File: config.mk
export PLATFORM = sky130hd
export DESIGN_NAME = ring_shuttle_nearest_request_scheduler_unit
export DESIGN_NICKNAME = d
export VERILOG_FILES = /design/src/rtl/rsns_pkg.sv /design/src/rtl/rsns_div.sv /design/src/rtl/rsns_dp.sv /design/src/rtl/rsns_ctrl.sv /design/src/rtl/ring_shuttle_nearest_request_scheduler_unit.sv
export SDC_FILE = /design/constraint.sdc
export NUM_CORES = 1
export LEC_CHECK = 0
export CAP_MARGIN = 25
export CELL_PAD_IN_SITES_DETAIL_PLACEMENT = 0
export CELL_PAD_IN_SITES_GLOBAL_PLACEMENT = 1
export CORE_MARGIN = 2
export CORE_UTILIZATION = 50
export CTS_CLUSTER_DIAMETER = 100
export DETAILED_ROUTE_END_ITERATION = 10
export DONT_BUFFER_PORTS = 1
export PLACE_DENSITY = 0.88
export SETUP_SLACK_MARGIN = 0.05
export SYNTH_ARGS = -nofsm -noshare
export SYNTH_HDL_FRONTEND = slang
export SYNTH_SLANG_ARGS = --single-unit
File: constraint.sdc
create_clock -name aclk -period 11.4 [get_ports aclk]
set_clock_uncertainty 0.05 [all_clocks]
set_input_delay 2.28 -clock aclk [delete_from_list [all_inputs] [get_ports aclk]]
set_output_delay 2.28 -clock aclk [all_outputs]
set_load 0.005 [all_outputs]
File: src/rtl/rsns_pkg.sv
// ----------------------------------------------------------------------------
// rsns_pkg
// Shared types and constants for the ring shuttle nearest-request scheduler.
// ----------------------------------------------------------------------------
package rsns_pkg;

    localparam int MASK_W        = 32;   // one bit per station in the masks
    localparam int ST_IDX_W      = 5;    // zero-based station index
    localparam int POS_W         = 9;    // track position
    localparam int TICK_W        = 32;
    localparam int NUM_W         = 6;    // num_stations register and station field
    localparam int GAP_W         = 4;    // station_gap register
    localparam int DEF_MAX_STATIONS = 32;

    localparam logic [NUM_W-1:0] NUM_STATIONS_RST = 6'd5;
    localparam logic [GAP_W-1:0] STATION_GAP_RST  = 4'd3;

    typedef enum logic [1:0] {
        ACT_TICK     = 2'd0,
        ACT_CW_CALL  = 2'd1,
        ACT_CCW_CALL = 2'd2,
        ACT_TARGET   = 2'd3
    } rsns_action_t;

    typedef enum logic {
        DIV_POS_LEN = 1'b0,   // position modulo ring length
        DIV_POS_GAP = 1'b1    // position over station gap
    } rsns_div_op_t;

    typedef enum logic {
        REG_NUM_STATIONS = 1'b0,
        REG_STATION_GAP  = 1'b1
    } rsns_reg_t;

    typedef struct packed {
        logic         req_write;
        logic         div_start;
        rsns_div_op_t div_op;
        logic         load_mod;
        logic         load_search;
        logic         search_step;
        logic         do_move;
        logic         load_out;
        logic         do_stop;
    } rsns_cmd_t;

    typedef struct packed {
        logic div_done;
        logic has_task;
        logic search_done;
        logic out_free;
    } rsns_status_t;

endpackage

File: src/rtl/rsns_div.sv
// ----------------------------------------------------------------------------
// rsns_div
// Iterative restoring divider, one quotient bit per cycle.
// ----------------------------------------------------------------------------
module rsns_div
    import rsns_pkg::*;
(
    input  logic             aclk,
    input  logic             aresetn,
    input  logic             start,
    input  logic [POS_W-1:0] dividend,
    input  logic [POS_W-1:0] divisor,
    output logic             done,
    output logic [POS_W-1:0] quotient,
    output logic [POS_W-1:0] remainder
);

    localparam int CNT_W = $clog2(POS_W);
    localparam logic [CNT_W-1:0] LAST_STEP = CNT_W'(POS_W - 1);

    logic [POS_W-1:0] q_reg, q_next;
    logic [POS_W-1:0] r_reg, r_next;
    logic [POS_W-1:0] d_reg, d_next;
    logic [CNT_W-1:0] cnt_reg, cnt_next;
    logic             busy_reg, busy_next;
    logic             done_reg, done_next;

    logic [POS_W:0]   trial;
    logic             ge;

    assign trial = {r_reg, q_reg[POS_W-1]};
    assign ge    = (trial >= {1'b0, d_reg});

    always_comb begin
        q_next    = q_reg;
        r_next    = r_reg;
        d_next    = d_reg;
        cnt_next  = cnt_reg;
        busy_next = busy_reg;
        done_next = 1'b0;
        if (start) begin
            q_next    = dividend;
            r_next    = '0;
            d_next    = divisor;
            cnt_next  = '0;
            busy_next = 1'b1;
        end else if (busy_reg) begin
            r_next   = ge ? POS_W'(trial - {1'b0, d_reg}) : trial[POS_W-1:0];
            q_next   = {q_reg[POS_W-2:0], ge};
            cnt_next = cnt_reg + CNT_W'(1);
            if (cnt_reg == LAST_STEP) begin
                busy_next = 1'b0;
                done_next = 1'b1;
            end
        end
    end

    always_ff @(posedge aclk) begin
        q_reg   <= q_next;
        r_reg   <= r_next;
        d_reg   <= d_next;
        cnt_reg <= cnt_next;
        if (!aresetn) begin
            busy_reg <= 1'b0;
            done_reg <= 1'b0;
        end else begin
            busy_reg <= busy_next;
            done_reg <= done_next;
        end
    end

    assign done      = done_reg;
    assign quotient  = q_reg;
    assign remainder = r_reg;

endmodule

File: src/rtl/rsns_dp.sv
// ----------------------------------------------------------------------------
// rsns_dp
// Scheduler datapath: request masks, shuttle state, search walk, result
// register and the shared divider.
// ----------------------------------------------------------------------------
module rsns_dp
    import rsns_pkg::*;
#(
    parameter int MAX_STATIONS = DEF_MAX_STATIONS
)
(
    input  logic              aclk,
    input  logic              aresetn,
    input  rsns_cmd_t         cmd,
    output rsns_status_t      status,
    input  logic [NUM_W-1:0]  cfg_num_stations,
    input  logic [GAP_W-1:0]  cfg_station_gap,
    input  logic [1:0]        in_action,
    input  logic [NUM_W-1:0]  in_station,
    input  logic              out_ready,
    output logic              out_valid,
    output logic [TICK_W-1:0] out_elapsed_ticks,
    output logic [POS_W-1:0]  out_position,
    output logic [MASK_W-1:0] out_target_mask,
    output logic [MASK_W-1:0] out_clockwise_mask,
    output logic [MASK_W-1:0] out_counterclockwise_mask
);

    localparam int CAP = (MAX_STATIONS < MASK_W) ? MAX_STATIONS : MASK_W;
    localparam logic [NUM_W-1:0] CAP_N = NUM_W'(CAP);

    // effective configuration
    logic [NUM_W-1:0] n_eff;
    logic [GAP_W-1:0] gap_eff;
    logic [POS_W-1:0] ring_len;
    logic [ST_IDX_W-1:0] half_n;

    always_comb begin
        n_eff = cfg_num_stations;
        if (n_eff < NUM_W'(2)) n_eff = NUM_W'(2);
        if (n_eff > CAP_N)     n_eff = CAP_N;
    end

    assign gap_eff  = (cfg_station_gap == '0) ? GAP_W'(1) : cfg_station_gap;
    assign ring_len = POS_W'({3'b0, n_eff} * {5'b0, gap_eff});
    assign half_n   = n_eff[NUM_W-1:1];

    // state
    logic [TICK_W-1:0]   tick_reg, tick_next;
    logic [POS_W-1:0]    pos_reg, pos_next;
    logic                head_cw_reg, head_cw_next;
    logic                has_task_reg, has_task_next;
    logic                pass_wait_reg, pass_wait_next;
    logic                goal_wait_reg, goal_wait_next;
    logic                goal_valid_reg, goal_valid_next;
    logic [POS_W-1:0]    goal_pos_reg, goal_pos_next;
    logic [MASK_W-1:0]   tgt_reg, tgt_next;
    logic [MASK_W-1:0]   cw_reg, cw_next;
    logic [MASK_W-1:0]   ccw_reg, ccw_next;
    logic [ST_IDX_W-1:0] scw_reg, scw_next;
    logic [ST_IDX_W-1:0] sccw_reg, sccw_next;
    logic [ST_IDX_W-1:0] step_reg, step_next;
    logic                ovalid_reg, ovalid_next;
    logic [TICK_W-1:0]   o_ticks_reg;
    logic [POS_W-1:0]    o_pos_reg;
    logic [MASK_W-1:0]   o_tgt_reg;
    logic [MASK_W-1:0]   o_cw_reg;
    logic [MASK_W-1:0]   o_ccw_reg;

    // divider
    logic             div_done;
    logic [POS_W-1:0] div_quo;
    logic [POS_W-1:0] div_rem;
    logic [POS_W-1:0] div_divisor;

    assign div_divisor = (cmd.div_op == DIV_POS_LEN) ? ring_len : {5'b0, gap_eff};

    rsns_div u_div (
        .aclk      (aclk),
        .aresetn   (aresetn),
        .start     (cmd.div_start),
        .dividend  (pos_reg),
        .divisor   (div_divisor),
        .done      (div_done),
        .quotient  (div_quo),
        .remainder (div_rem)
    );

    // search helpers
    logic [MASK_W-1:0]   any_mask;
    logic                hit_cw, hit_ccw, search_last;
    logic [POS_W-1:0]    scw_pos, sccw_pos;
    logic [ST_IDX_W-1:0] idx;
    logic [MASK_W-1:0]   keep;
    logic [MASK_W-1:0]   req_bit;
    logic                req_ok;
    logic [MASK_W-1:0]   dir_mask;

    assign any_mask    = tgt_reg | cw_reg | ccw_reg;
    assign hit_cw      = any_mask[scw_reg];
    assign hit_ccw     = any_mask[sccw_reg];
    assign search_last = (step_reg == half_n);
    assign scw_pos     = POS_W'({4'b0, scw_reg} * {5'b0, gap_eff});
    assign sccw_pos    = POS_W'({4'b0, sccw_reg} * {5'b0, gap_eff});
    assign idx         = div_quo[ST_IDX_W-1:0];
    assign keep        = ~(MASK_W'(1) << idx);
    assign req_ok      = (in_station != '0) && (in_station <= n_eff);
    assign req_bit     = MASK_W'(1) << ST_IDX_W'(in_station - NUM_W'(1));
    assign dir_mask    = head_cw_reg ? cw_reg : ccw_reg;

    always_comb begin
        tick_next       = tick_reg;
        pos_next        = pos_reg;
        head_cw_next    = head_cw_reg;
        has_task_next   = has_task_reg;
        pass_wait_next  = pass_wait_reg;
        goal_wait_next  = goal_wait_reg;
        goal_valid_next = goal_valid_reg;
        goal_pos_next   = goal_pos_reg;
        tgt_next        = tgt_reg;
        cw_next         = cw_reg;
        ccw_next        = ccw_reg;
        scw_next        = scw_reg;
        sccw_next       = sccw_reg;
        step_next       = step_reg;
        ovalid_next     = ovalid_reg && !out_ready;

        if (cmd.req_write && req_ok) begin
            case (in_action)
                ACT_CW_CALL:  cw_next  = cw_reg | req_bit;
                ACT_CCW_CALL: ccw_next = ccw_reg | req_bit;
                ACT_TARGET:   tgt_next = tgt_reg | req_bit;
                default:      ;
            endcase
        end

        if (cmd.load_mod) begin
            pos_next  = div_rem;
            tick_next = tick_reg + TICK_W'(1);
        end

        if (cmd.load_search) begin
            scw_next  = idx;
            sccw_next = idx;
            step_next = '0;
        end

        if (cmd.search_step) begin
            if (hit_cw) begin
                has_task_next   = 1'b1;
                goal_valid_next = 1'b1;
                goal_pos_next   = scw_pos;
                head_cw_next    = 1'b1;
            end else if (hit_ccw) begin
                has_task_next   = 1'b1;
                goal_valid_next = 1'b1;
                goal_pos_next   = sccw_pos;
                head_cw_next    = 1'b0;
            end else if (search_last) begin
                has_task_next = 1'b0;
            end else begin
                scw_next  = ({1'b0, scw_reg} + NUM_W'(1) == n_eff) ? '0
                                                                    : scw_reg + ST_IDX_W'(1);
                sccw_next = (sccw_reg == '0) ? ST_IDX_W'(n_eff - NUM_W'(1))
                                             : sccw_reg - ST_IDX_W'(1);
                step_next = step_reg + ST_IDX_W'(1);
            end
        end

        if (cmd.do_move) begin
            if (has_task_reg && !pass_wait_reg && !goal_wait_reg) begin
                if (head_cw_reg) begin
                    pos_next = (pos_reg + POS_W'(1) == ring_len) ? '0 : pos_reg + POS_W'(1);
                end else begin
                    pos_next = (pos_reg == '0) ? ring_len - POS_W'(1) : pos_reg - POS_W'(1);
                end
            end
            pass_wait_next = 1'b0;
            goal_wait_next = 1'b0;
        end

        if (cmd.load_out) begin
            ovalid_next = 1'b1;
        end

        if (cmd.do_stop) begin
            if (goal_valid_reg && pos_reg == goal_pos_reg && any_mask[idx]) begin
                // goal stop: clear every request at this station
                goal_wait_next  = 1'b1;
                tgt_next        = tgt_reg & keep;
                cw_next         = cw_reg & keep;
                ccw_next        = ccw_reg & keep;
                goal_valid_next = 1'b0;
                goal_pos_next   = '0;
                has_task_next   = 1'b0;
            end else if (div_rem == '0 && (tgt_reg[idx] || dir_mask[idx])) begin
                // pass-by stop in the current heading
                pass_wait_next = 1'b1;
                tgt_next       = tgt_reg & keep;
                if (head_cw_reg) begin
                    cw_next = cw_reg & keep;
                end else begin
                    ccw_next = ccw_reg & keep;
                end
            end
        end
    end

    always_ff @(posedge aclk) begin
        scw_reg  <= scw_next;
        sccw_reg <= sccw_next;
        step_reg <= step_next;
        if (cmd.load_out) begin
            o_ticks_reg <= tick_reg;
            o_pos_reg   <= pos_reg;
            o_tgt_reg   <= tgt_reg;
            o_cw_reg    <= cw_reg;
            o_ccw_reg   <= ccw_reg;
        end
        if (!aresetn) begin
            tick_reg       <= '0;
            pos_reg        <= '0;
            head_cw_reg    <= 1'b1;
            has_task_reg   <= 1'b0;
            pass_wait_reg  <= 1'b0;
            goal_wait_reg  <= 1'b0;
            goal_valid_reg <= 1'b0;
            goal_pos_reg   <= '0;
            tgt_reg        <= '0;
            cw_reg         <= '0;
            ccw_reg        <= '0;
            ovalid_reg     <= 1'b0;
        end else begin
            tick_reg       <= tick_next;
            pos_reg        <= pos_next;
            head_cw_reg    <= head_cw_next;
            has_task_reg   <= has_task_next;
            pass_wait_reg  <= pass_wait_next;
            goal_wait_reg  <= goal_wait_next;
            goal_valid_reg <= goal_valid_next;
            goal_pos_reg   <= goal_pos_next;
            tgt_reg        <= tgt_next;
            cw_reg         <= cw_next;
            ccw_reg        <= ccw_next;
            ovalid_reg     <= ovalid_next;
        end
    end

    assign status.div_done    = div_done;
    assign status.has_task    = has_task_reg;
    assign status.search_done = hit_cw || hit_ccw || search_last;
    assign status.out_free    = !ovalid_reg || out_ready;

    assign out_valid                 = ovalid_reg;
    assign out_elapsed_ticks         = o_ticks_reg;
    assign out_position              = o_pos_reg;
    assign out_target_mask           = o_tgt_reg;
    assign out_clockwise_mask        = o_cw_reg;
    assign out_counterclockwise_mask = o_ccw_reg;

endmodule

File: src/rtl/rsns_ctrl.sv
// ----------------------------------------------------------------------------
// rsns_ctrl
// Tick sequencer: reduce, locate, search if no task, move, report, stop.
// ----------------------------------------------------------------------------
module rsns_ctrl
    import rsns_pkg::*;
(
    input  logic         aclk,
    input  logic         aresetn,
    input  logic         in_valid,
    input  logic [1:0]   in_action,
    output logic         in_ready,
    input  rsns_status_t status,
    output rsns_cmd_t    cmd
);

    typedef enum logic [2:0] {
        ST_IDLE,
        ST_MOD_RUN,
        ST_QUO_GO,
        ST_QUO_RUN,
        ST_SEARCH,
        ST_MOVE,
        ST_EMIT,
        ST_IDX_RUN
    } state_t;

    state_t state_reg, state_next;
    logic   accept;

    assign in_ready = (state_reg == ST_IDLE);
    assign accept   = in_valid && in_ready;

    always_comb begin
        state_next = state_reg;
        cmd        = '0;
        cmd.div_op = DIV_POS_GAP;
        unique case (state_reg)
            ST_IDLE: begin
                if (accept) begin
                    if (in_action == ACT_TICK) begin
                        cmd.div_start = 1'b1;
                        cmd.div_op    = DIV_POS_LEN;
                        state_next    = ST_MOD_RUN;
                    end else begin
                        cmd.req_write = 1'b1;
                    end
                end
            end
            ST_MOD_RUN: begin
                if (status.div_done) begin
                    cmd.load_mod = 1'b1;
                    state_next   = ST_QUO_GO;
                end
            end
            ST_QUO_GO: begin
                cmd.div_start = 1'b1;
                state_next    = ST_QUO_RUN;
            end
            ST_QUO_RUN: begin
                if (status.div_done) begin
                    if (status.has_task) begin
                        state_next = ST_MOVE;
                    end else begin
                        cmd.load_search = 1'b1;
                        state_next      = ST_SEARCH;
                    end
                end
            end
            ST_SEARCH: begin
                cmd.search_step = 1'b1;
                if (status.search_done) begin
                    state_next = ST_MOVE;
                end
            end
            ST_MOVE: begin
                cmd.do_move = 1'b1;
                state_next  = ST_EMIT;
            end
            ST_EMIT: begin
                // result goes out before the stop check clears any bits
                if (status.out_free) begin
                    cmd.load_out  = 1'b1;
                    cmd.div_start = 1'b1;
                    state_next    = ST_IDX_RUN;
                end
            end
            ST_IDX_RUN: begin
                if (status.div_done) begin
                    cmd.do_stop = 1'b1;
                    state_next  = ST_IDLE;
                end
            end
            default: begin
                state_next = ST_IDLE;
            end
        endcase
    end

    always_ff @(posedge aclk) begin
        if (!aresetn) begin
            state_reg <= ST_IDLE;
        end else begin
            state_reg <= state_next;
        end
    end

endmodule

File: src/rtl/ring_shuttle_nearest_request_scheduler_unit.sv
// ----------------------------------------------------------------------------
// ring_shuttle_nearest_request_scheduler_unit
// Shuttle scheduler on a ring of stations, nearest request served first.
//
//   channel   direction  handshake            payload
//   s_        in         s_valid / s_ready    s_action, s_station
//   m_        out        m_valid / m_ready    m_elapsed_ticks, m_position, masks
//   apb       in         psel/penable/pready  num_stations (0x0), station_gap (0x4)
//
// a request beat gives no result beat
// a tick makes three passes through the shared 9-step divider, plus a
// one-station-per-cycle walk when the shuttle has no task
// the output register lets a request beat in while a result beat waits;
// the next tick stalls at its report step until the result is taken
// aresetn is synchronous; all but search, divider and result data registers reset
// ----------------------------------------------------------------------------
module ring_shuttle_nearest_request_scheduler_unit
    import rsns_pkg::*;
#(
    parameter int MAX_STATIONS = DEF_MAX_STATIONS
)
(
    input  logic              aclk,
    input  logic              aresetn,
    // input beats
    input  logic              s_valid,
    output logic              s_ready,
    input  logic [1:0]        s_action,
    input  logic [NUM_W-1:0]  s_station,
    // result beats
    output logic              m_valid,
    input  logic              m_ready,
    output logic [TICK_W-1:0] m_elapsed_ticks,
    output logic [POS_W-1:0]  m_position,
    output logic [MASK_W-1:0] m_target_mask,
    output logic [MASK_W-1:0] m_clockwise_mask,
    output logic [MASK_W-1:0] m_counterclockwise_mask,
    // configuration
    input  logic              psel,
    input  logic              penable,
    input  logic              pwrite,
    input  logic [2:0]        paddr,
    input  logic [31:0]       pwdata,
    output logic [31:0]       prdata,
    output logic              pready
);

    logic [NUM_W-1:0] num_stations_reg;
    logic [GAP_W-1:0] station_gap_reg;
    logic             cfg_wr;
    rsns_reg_t        reg_sel;

    rsns_cmd_t        cmd;
    rsns_status_t     status;

    assign pready  = 1'b1;
    assign cfg_wr  = psel && penable && pwrite;
    assign reg_sel = rsns_reg_t'(paddr[2]);

    always_ff @(posedge aclk) begin
        if (!aresetn) begin
            num_stations_reg <= NUM_STATIONS_RST;
            station_gap_reg  <= STATION_GAP_RST;
        end else if (cfg_wr) begin
            unique case (reg_sel)
                REG_NUM_STATIONS: num_stations_reg <= pwdata[NUM_W-1:0];
                REG_STATION_GAP:  station_gap_reg  <= pwdata[GAP_W-1:0];
                default:          ;
            endcase
        end
    end

    always_comb begin
        unique case (reg_sel)
            REG_NUM_STATIONS: prdata = {26'b0, num_stations_reg};
            REG_STATION_GAP:  prdata = {28'b0, station_gap_reg};
            default:          prdata = '0;
        endcase
    end

    rsns_ctrl u_ctrl (
        .aclk      (aclk),
        .aresetn   (aresetn),
        .in_valid  (s_valid),
        .in_action (s_action),
        .in_ready  (s_ready),
        .status    (status),
        .cmd       (cmd)
    );

    rsns_dp #(
        .MAX_STATIONS (MAX_STATIONS)
    ) u_dp (
        .aclk                      (aclk),
        .aresetn                   (aresetn),
        .cmd                       (cmd),
        .status                    (status),
        .cfg_num_stations          (num_stations_reg),
        .cfg_station_gap           (station_gap_reg),
        .in_action                 (s_action),
        .in_station                (s_station),
        .out_ready                 (m_ready),
        .out_valid                 (m_valid),
        .out_elapsed_ticks         (m_elapsed_ticks),
        .out_position              (m_position),
        .out_target_mask           (m_target_mask),
        .out_clockwise_mask        (m_clockwise_mask),
        .out_counterclockwise_mask (m_counterclockwise_mask)
    );

endmodule
==> results.yml, run 1 <==
outcome:
  outcome: "finished clean"
global_route:
  grt_pass1_vias: 14509
  overflow: 0
  grt_pass1_wl_um: 84860
  antenna_found_initial: 2
  grt_use_total_pct: 27.88
  grt_start_max_net_pins: 109
cts:
  cts-root-buf: "clkbuf_16"
  ctsResizeCount: 0
  h-tree-depth: 2
  cts_buffers: 37
  clock_sinks: 350
  clkTransAtPathRegs_ps: 60
  cts_tree: "yes"
  cts_hold_buffers: 0
  cts_setup_buffers: 0
  insertion_delay_ps: 560
  cts_buffer_depth: 3
hold_path:
  hp-class: "reg2reg"
  whs_path_depth: 2
  worst_hold_path.endpoint: "u_dp.goal_wait_reg$_SDFF_PN0_"
  worstHoldStart: "u_dp.goal_wait_reg$_SDFF_PN0_"
drt:
  drt_iter0_markers: 1582
  wirelength_um: 54980
  drc: 0
  first_pass_iters: 5
  vias_per_cell: 6.242
  wl_per_cell_um: 22.56
  ant_nets: 0
  vias: 15212
critical_path:
  crit_type: "reg2reg"
  r2r_start: "num_stations_reg[5]$_SDFFE_PN0P_"
  cp-end-kind: "flop"
  r2r-end: "u_dp.pos_reg[7]$_SDFF_PN0_"
  crit_fanout: 15
  cp_slowest_cell: "nor2b_1"
  start_kind: "flop"
  slowest_delay_ps: 680
  reg2reg_depth: 14
  r2r_slack_ps: 6190
  cp_cell_sequence: "nor2b_1, nand2_1, fa_1, inv_1, fa_1, ha_1, a21o_1, a21oi_1, nor3b_1, or4_1, a2111oi_2, a21oi_1, a221oi_2, a211oi_1"
  cp.required_ps: 11740
  cp_data_arrival_time_ps: 5550
finish:
  final_nets: 2035
  final_cell_mix: "208 x nand2_1, 194 x dfxtp_1, 155 x edfxtp_1"
  n_antenna_cell: 0
  area_growth_pct: 7.231
  layout-drive-gt1-share_pct: 7.736
  mostFrequentLayoutCell: "nand2_1"
pwr:
  ir_drop_v: 0.00007936
  comb_power_share_pct: 27.9
  p_sw_mw: 1.301
  p_leak_nw: 7.703
  p_clk_share_pct: 31.8
  power_density_nw_per_um2: 185.1
  switching_share_pct: 34.53
  p_int_mw: 2.467
  power.total_mw: 3.768
  seq_power_share_pct: 40.3
timing:
  fin_tns_setup_ps: 0
  tightestPinTransition_ps: 1066
  period_minus_slack_ps: 5208
  holdWs_ps: 410.3
  post-route-period-util_pct: 45.69
  fmax_mhz: 192.0
  finalSetupViolations: 0
  hold_viol: 0
  slew_headroom_pct: 28.37
  rsz0062_at_grt: "false"
  slew_violations: 0
floorplan:
  start_util_pct: 50.64
  fp.coreArea_um2: 37490
  die_area_um2: 39540
  die_width_um: 198.9
  io_pins: 222
  rows: 71
  dieHeight_um: 198.9
synth:
  synth_warnings: 0
  synth_area_um2: 18980
  synth_edf_count: 155
  avgSynthCellArea_um2: 9.666
  synthArstFlopShare_pct: 0
  synth_ff_type: "dfxtp_1"
  synth_seq_cells: 350
  synthDistinctLibCells: 87
  ys_seq_area_share_pct: 45.08
  syn_inst: 1964
place:
  numPortBuffers: 0
  dp_hpwl_um: 38670
  gp_congestion: 0.9313
flow_run:
  cap_violations: 0
power by group through the flow:
stage	Clock, mW	Sequential, mW	Combinational (mW)
5_1_grt	1.27	1.53	1.16
3_3_place_gp	0	1.54	1.01
2_1_floorplan	0	1.45	0.862
3_5_place_dp	0	1.54	1.03
4_1_cts	1.22	1.51	1.03
6_report	1.20	1.52	1.05
how the worst max path moves through the flow:
stage | startpoint | endpoint | slack [ps] | depth (start not counted)
2_1_floorplan | m_ready | u_dp.out_clockwise_mask[0]$_DFFE_PP_ | 2700 | 2
3_3_place_gp | num_stations_reg[5]$_SDFFE_PN0P_ | u_dp.pos_reg[7]$_SDFF_PN0_ | 6240 | 14
3_5_place_dp | num_stations_reg[5]$_SDFFE_PN0P_ | u_dp.pos_reg[7]$_SDFF_PN0_ | 6210 | 14
4_1_cts | num_stations_reg[5]$_SDFFE_PN0P_ | u_dp.pos_reg[7]$_SDFF_PN0_ | 6200 | 14
5_1_grt | num_stations_reg[5]$_SDFFE_PN0P_ | u_dp.pos_reg[7]$_SDFF_PN0_ | 5820 | 14
6_report | num_stations_reg[5]$_SDFFE_PN0P_ | u_dp.pos_reg[7]$_SDFF_PN0_ | 6190 | 14
routing by layer:
| metal | track usage (%) | wire [um] | vias to the layer above |
|---|---|---|---|
| met3 | 6.697 | 4802 | 147 |
| li1 | - | - | 6970 |
| met1 | 36.65 | 22840 | 7348 |
| met5 | 0 | 0 | - |
| met4 | 11.72 | 2282 | 0 |
| met2 | 43.98 | 25050 | 747 |
synth_stat cells, types with 32 or more instances:
cell      count  area (um^2)
o211ai_1     52        390.4
a211oi_1     32        240.2
dfxtp_1     195         3904
clkbuf_1     77        289.0
nor2b_1      36        225.2
nor2_1      135        506.7
mux2i_1      39        390.4
nand3_1      60        300.3
nand2_1     208        780.8
xor2_1       32        280.3
and2_1       45        281.5
inv_1        76        285.3
a21oi_1     100        500.5
o21ai_0      80        400.4
edfxtp_1    155         4654
nor3_1       57        285.3
ha_1         66        825.8
xnor2_1      63        551.8
stage by stage:
step	cell area, um^2	std cells	setup WS, ps	utilization (%)
detailed placement	19130	2369	6211	51.03
finish	20360	2437	6192	54.30
CTS	20340	2436	6197	54.26
global placement	19130	2369	6239	51.03
floorplan	19080	1989	2705	-
global route	20360	2437	5818	54.30
area by class of cell:
class / count / area [um^2]
Inverter: 80 / 300.3
Multi-Input combinational cell: 1412 / 9510
Timing Repair Buffer: 17 / 135.1
Clock buffer: 49 / 1064
Sequential cell: 350 / 8559
Fill cell: 3370 / 17130
Clock inverter: 18 / 147.6
Tap cell: 511 / 639.4
kinds of logic (layout without fill, tap and decap cells):
kind of cell               after synthesis  after routing  share of synthesized area (%)
buffers and inverters                  227            164                          5.352
and+or+nand+nor                        686            686                          17.76
adders and majority gates               87             87                          6.565
AOI/OAI and AO/OA                      436            436                          15.54
DFF                                    350            350                          45.08
xor gates and xnor gates                96             96                          4.508
other                                    2             27                        0.03956
muxes                                   80             80                          5.161
critical path: cells and delay by family (launching register included):
kind                     cells  cell delay, ps
buffers and inverters        1              40
flip-flops                   1             500
AO/OA/AOI/OAI                6            1610
adder cells (fa/ha/maj)      3            1340
AND/OR/NAND/NOR              4            1500
Power figures use the tool's default switching activity.
==> run 2, diff against run 1 <==
- CORE_UTILIZATION: 50 -> 45
- PLACE_DENSITY: 0.88 -> 0.84
- clock period: 11.4 -> 4.6 ns (I/O delays scaled with it)
==> run 2 against run 1 <==
Net effect: sequential share of layout area shrank 1.1 points; cell count is 3.4% higher; fmax is 14% higher; clock power rose by 150%; combinational power rose to 2.6 times the previous value; total power rose by 150%; global-route usage is 2.4 points lower; hold slack got worse by 2.5 ps; non-clock buffer count rose by 54; via count rose by 1.2%; critical endpoint is now u_dp.pos_reg[1]$_SDFF_PN0_; largest cell class unchanged; largest power group unchanged.
==> results.yml, run 2 (synthesis results as in run 1) <==
cts:
  cts-root-buf: "clkbuf_16"
  h-tree-depth: 2
  clock_sinks: 350
  cts_hold_buffers: 0
  cts_buffers: 37
  clkTransAtPathRegs_ps: 60
  cts_tree: "yes"
  cts_buffer_depth: 3
  insertion_delay_ps: 540
pwr:
  seq_power_share_pct: 39.5
  p_clk_share_pct: 31.3
  switching_share_pct: 34.22
  p_int_mw: 6.192
  power_density_nw_per_um2: 450.4
  p_leak_nw: 7.987
  power.total_mw: 9.413
  ir_drop_v: 0.0002745
  comb_power_share_pct: 29.2
  p_sw_mw: 3.221
timing:
  period_minus_slack_ps: 4575
  slew_headroom_pct: 25.12
  tightestPinTransition_ps: 1115
  fmax_mhz: 218.6
  holdWs_ps: 407.8
  finalSetupViolations: 0
  rsz0062_at_grt: "true"
  worst_slack_ps: 25.37
  slew_violations: 0
  post-route-period-util_pct: 99.45
  hold_viol: 0
critical_path:
  cp_cell_sequence: "or4_4, and2_4, nand2_2, fa_1, inv_2, fa_1, ha_1, a21o_1, a21oi_4, nor3b_2, or4_4, a2111oi_4, a21oi_2, a211oi_1, a311oi_1"
  reg2reg_depth: 15
  path_buf_inv: 1
  cp_data_arrival_time_ps: 4890
  r2r_start: "num_stations_reg[3]$_SDFFE_PN0P_"
  crit_type: "reg2reg"
  cpLargestDelayFamily: "compound AO/OA/AOI/OAI gates"
  start_kind: "flop"
  r2r_slack_ps: 30
  crit_fanout: 4
  slowest_delay_ps: 530
  r2r-end: "u_dp.pos_reg[1]$_SDFF_PN0_"
  cp_slowest_cell: "or4_4"
  cp-end-kind: "flop"
  cp.required_ps: 4920
floorplan:
  io_pins: 222
  fp.coreArea_um2: 41760
  rows: 75
  die_width_um: 209.4
  die_area_um2: 43840
  dieHeight_um: 209.4
  start_util_pct: 45.46
hold_path:
  whs_path_depth: 0
  worstHoldStart: "u_dp.tick_reg[31]$_SDFFE_PN0P_"
  hp-class: "reg2reg"
  worst_hold_path.endpoint: "u_dp.out_elapsed_ticks[31]$_DFFE_PP_"
finish:
  fin_area_um2: 20900
  mostFrequentLayoutCell: "nand2_1"
  final_cell_mix: "206 x nand2_1, 194 x dfxtp_1, 155 x edfxtp_1"
  n_antenna_cell: 0
  area_growth_pct: 10.08
  num-fill-cells: 3796
  layout-drive-gt1-share_pct: 10.71
  final_nets: 2089
global_route:
  grt_use_total_pct: 25.45
  grt_pass1_vias: 14648
  grt_pass1_wl_um: 87120
  antenna_found_initial: 0
  grt_start_max_net_pins: 109
  overflow: 0
drt:
  drc: 0
  wirelength_um: 56920
  ant_nets: 0
  drt_iter0_markers: 1661
  vias: 15388
  first_pass_iters: 5
  wl_per_cell_um: 22.60
  vias_per_cell: 6.109
flow_run:
  cap_violations: 0
place:
  detailedPlace.worstSlack_ps: -66.85
  dp_hpwl_um: 41620
  numPortBuffers: 0
  gp_congestion: 0.9321
  place_area_um2: 19590
outcome:
  outcome: "finished clean"
run 2: cell count changes in the layout (fill, tap and decap cells not counted), sizes merged:
cell / delta
inv: -3
buf: +54
clkbuf: -4
bufinv: +2
clkinv: +5
run 2: worst max-delay path by stage:
stage	from	to	slack (ps)	depth (start not counted)
after floorplan	num_stations_reg[1]$_SDFFE_PN0P_	u_dp.pos_reg[7]$_SDFF_PN0_	110	16
after global placement	num_stations_reg[1]$_SDFFE_PN0P_	u_dp.pos_reg[7]$_SDFF_PN0_	-30	15
after detailed placement	num_stations_reg[1]$_SDFFE_PN0P_	u_dp.pos_reg[7]$_SDFF_PN0_	-70	15
after CTS	num_stations_reg[1]$_SDFFE_PN0P_	u_dp.pos_reg[7]$_SDFF_PN0_	30	15
after global routing	num_stations_reg[3]$_SDFFE_PN0P_	u_dp.pos_reg[1]$_SDFF_PN0_	-120	15
final	num_stations_reg[3]$_SDFFE_PN0P_	u_dp.pos_reg[1]$_SDFF_PN0_	30	15
run 2: power groups by stage:
stage	registers [mW]	logic, mW	clock network, mW
floorplan	3.59	2.14	0
global placement	3.77	2.65	0
detailed placement	3.78	2.70	0
CTS	3.71	2.71	3.00
global route	3.74	3.03	3.11
finish	3.72	2.75	2.95
run 2: what timing repair did:
| item | CTS | global route |
|---|---|---|
| gates resized for setup | 4 | 14 |
| setup buffers | 1 | 2 |
| pin swaps | 0 | 16 |
| cloned | 0 | 0 |
| endpoints found under the setup margin | 6 | 9 |
run 2: metal layers:
metal  wire, um  global-route usage, %  vias up
li1           -                      -     7074
met1      23620                  33.26     7501
met2      26740                  41.85      710
met3       4590                  4.983      103
met4       1976                  9.680        0
met5          0                      0        -
run 2: per-stage QoR:
stage	util [%]	setup TNS (ps)	instances
5_1_grt	50.04	-466.7	2519
3_5_place_dp	46.91	-237.6	2448
6_report	50.04	0	2519
3_3_place_gp	46.91	-32.52	2448
4_1_cts	49.84	0	2516
2_1_floorplan	-	0	1989
run 2: area by class of cell:
class	instances	area [um^2]	share of cell area (%)
tap	539	674.4	3.227
timing repair buffer	71	570.5	2.730
multi-input combinational	1412	9595	45.92
clock buffer	45	987.2	4.724
inverter	80	300.3	1.437
sequential	350	8559	40.96
clock inverter	22	210.2	1.006
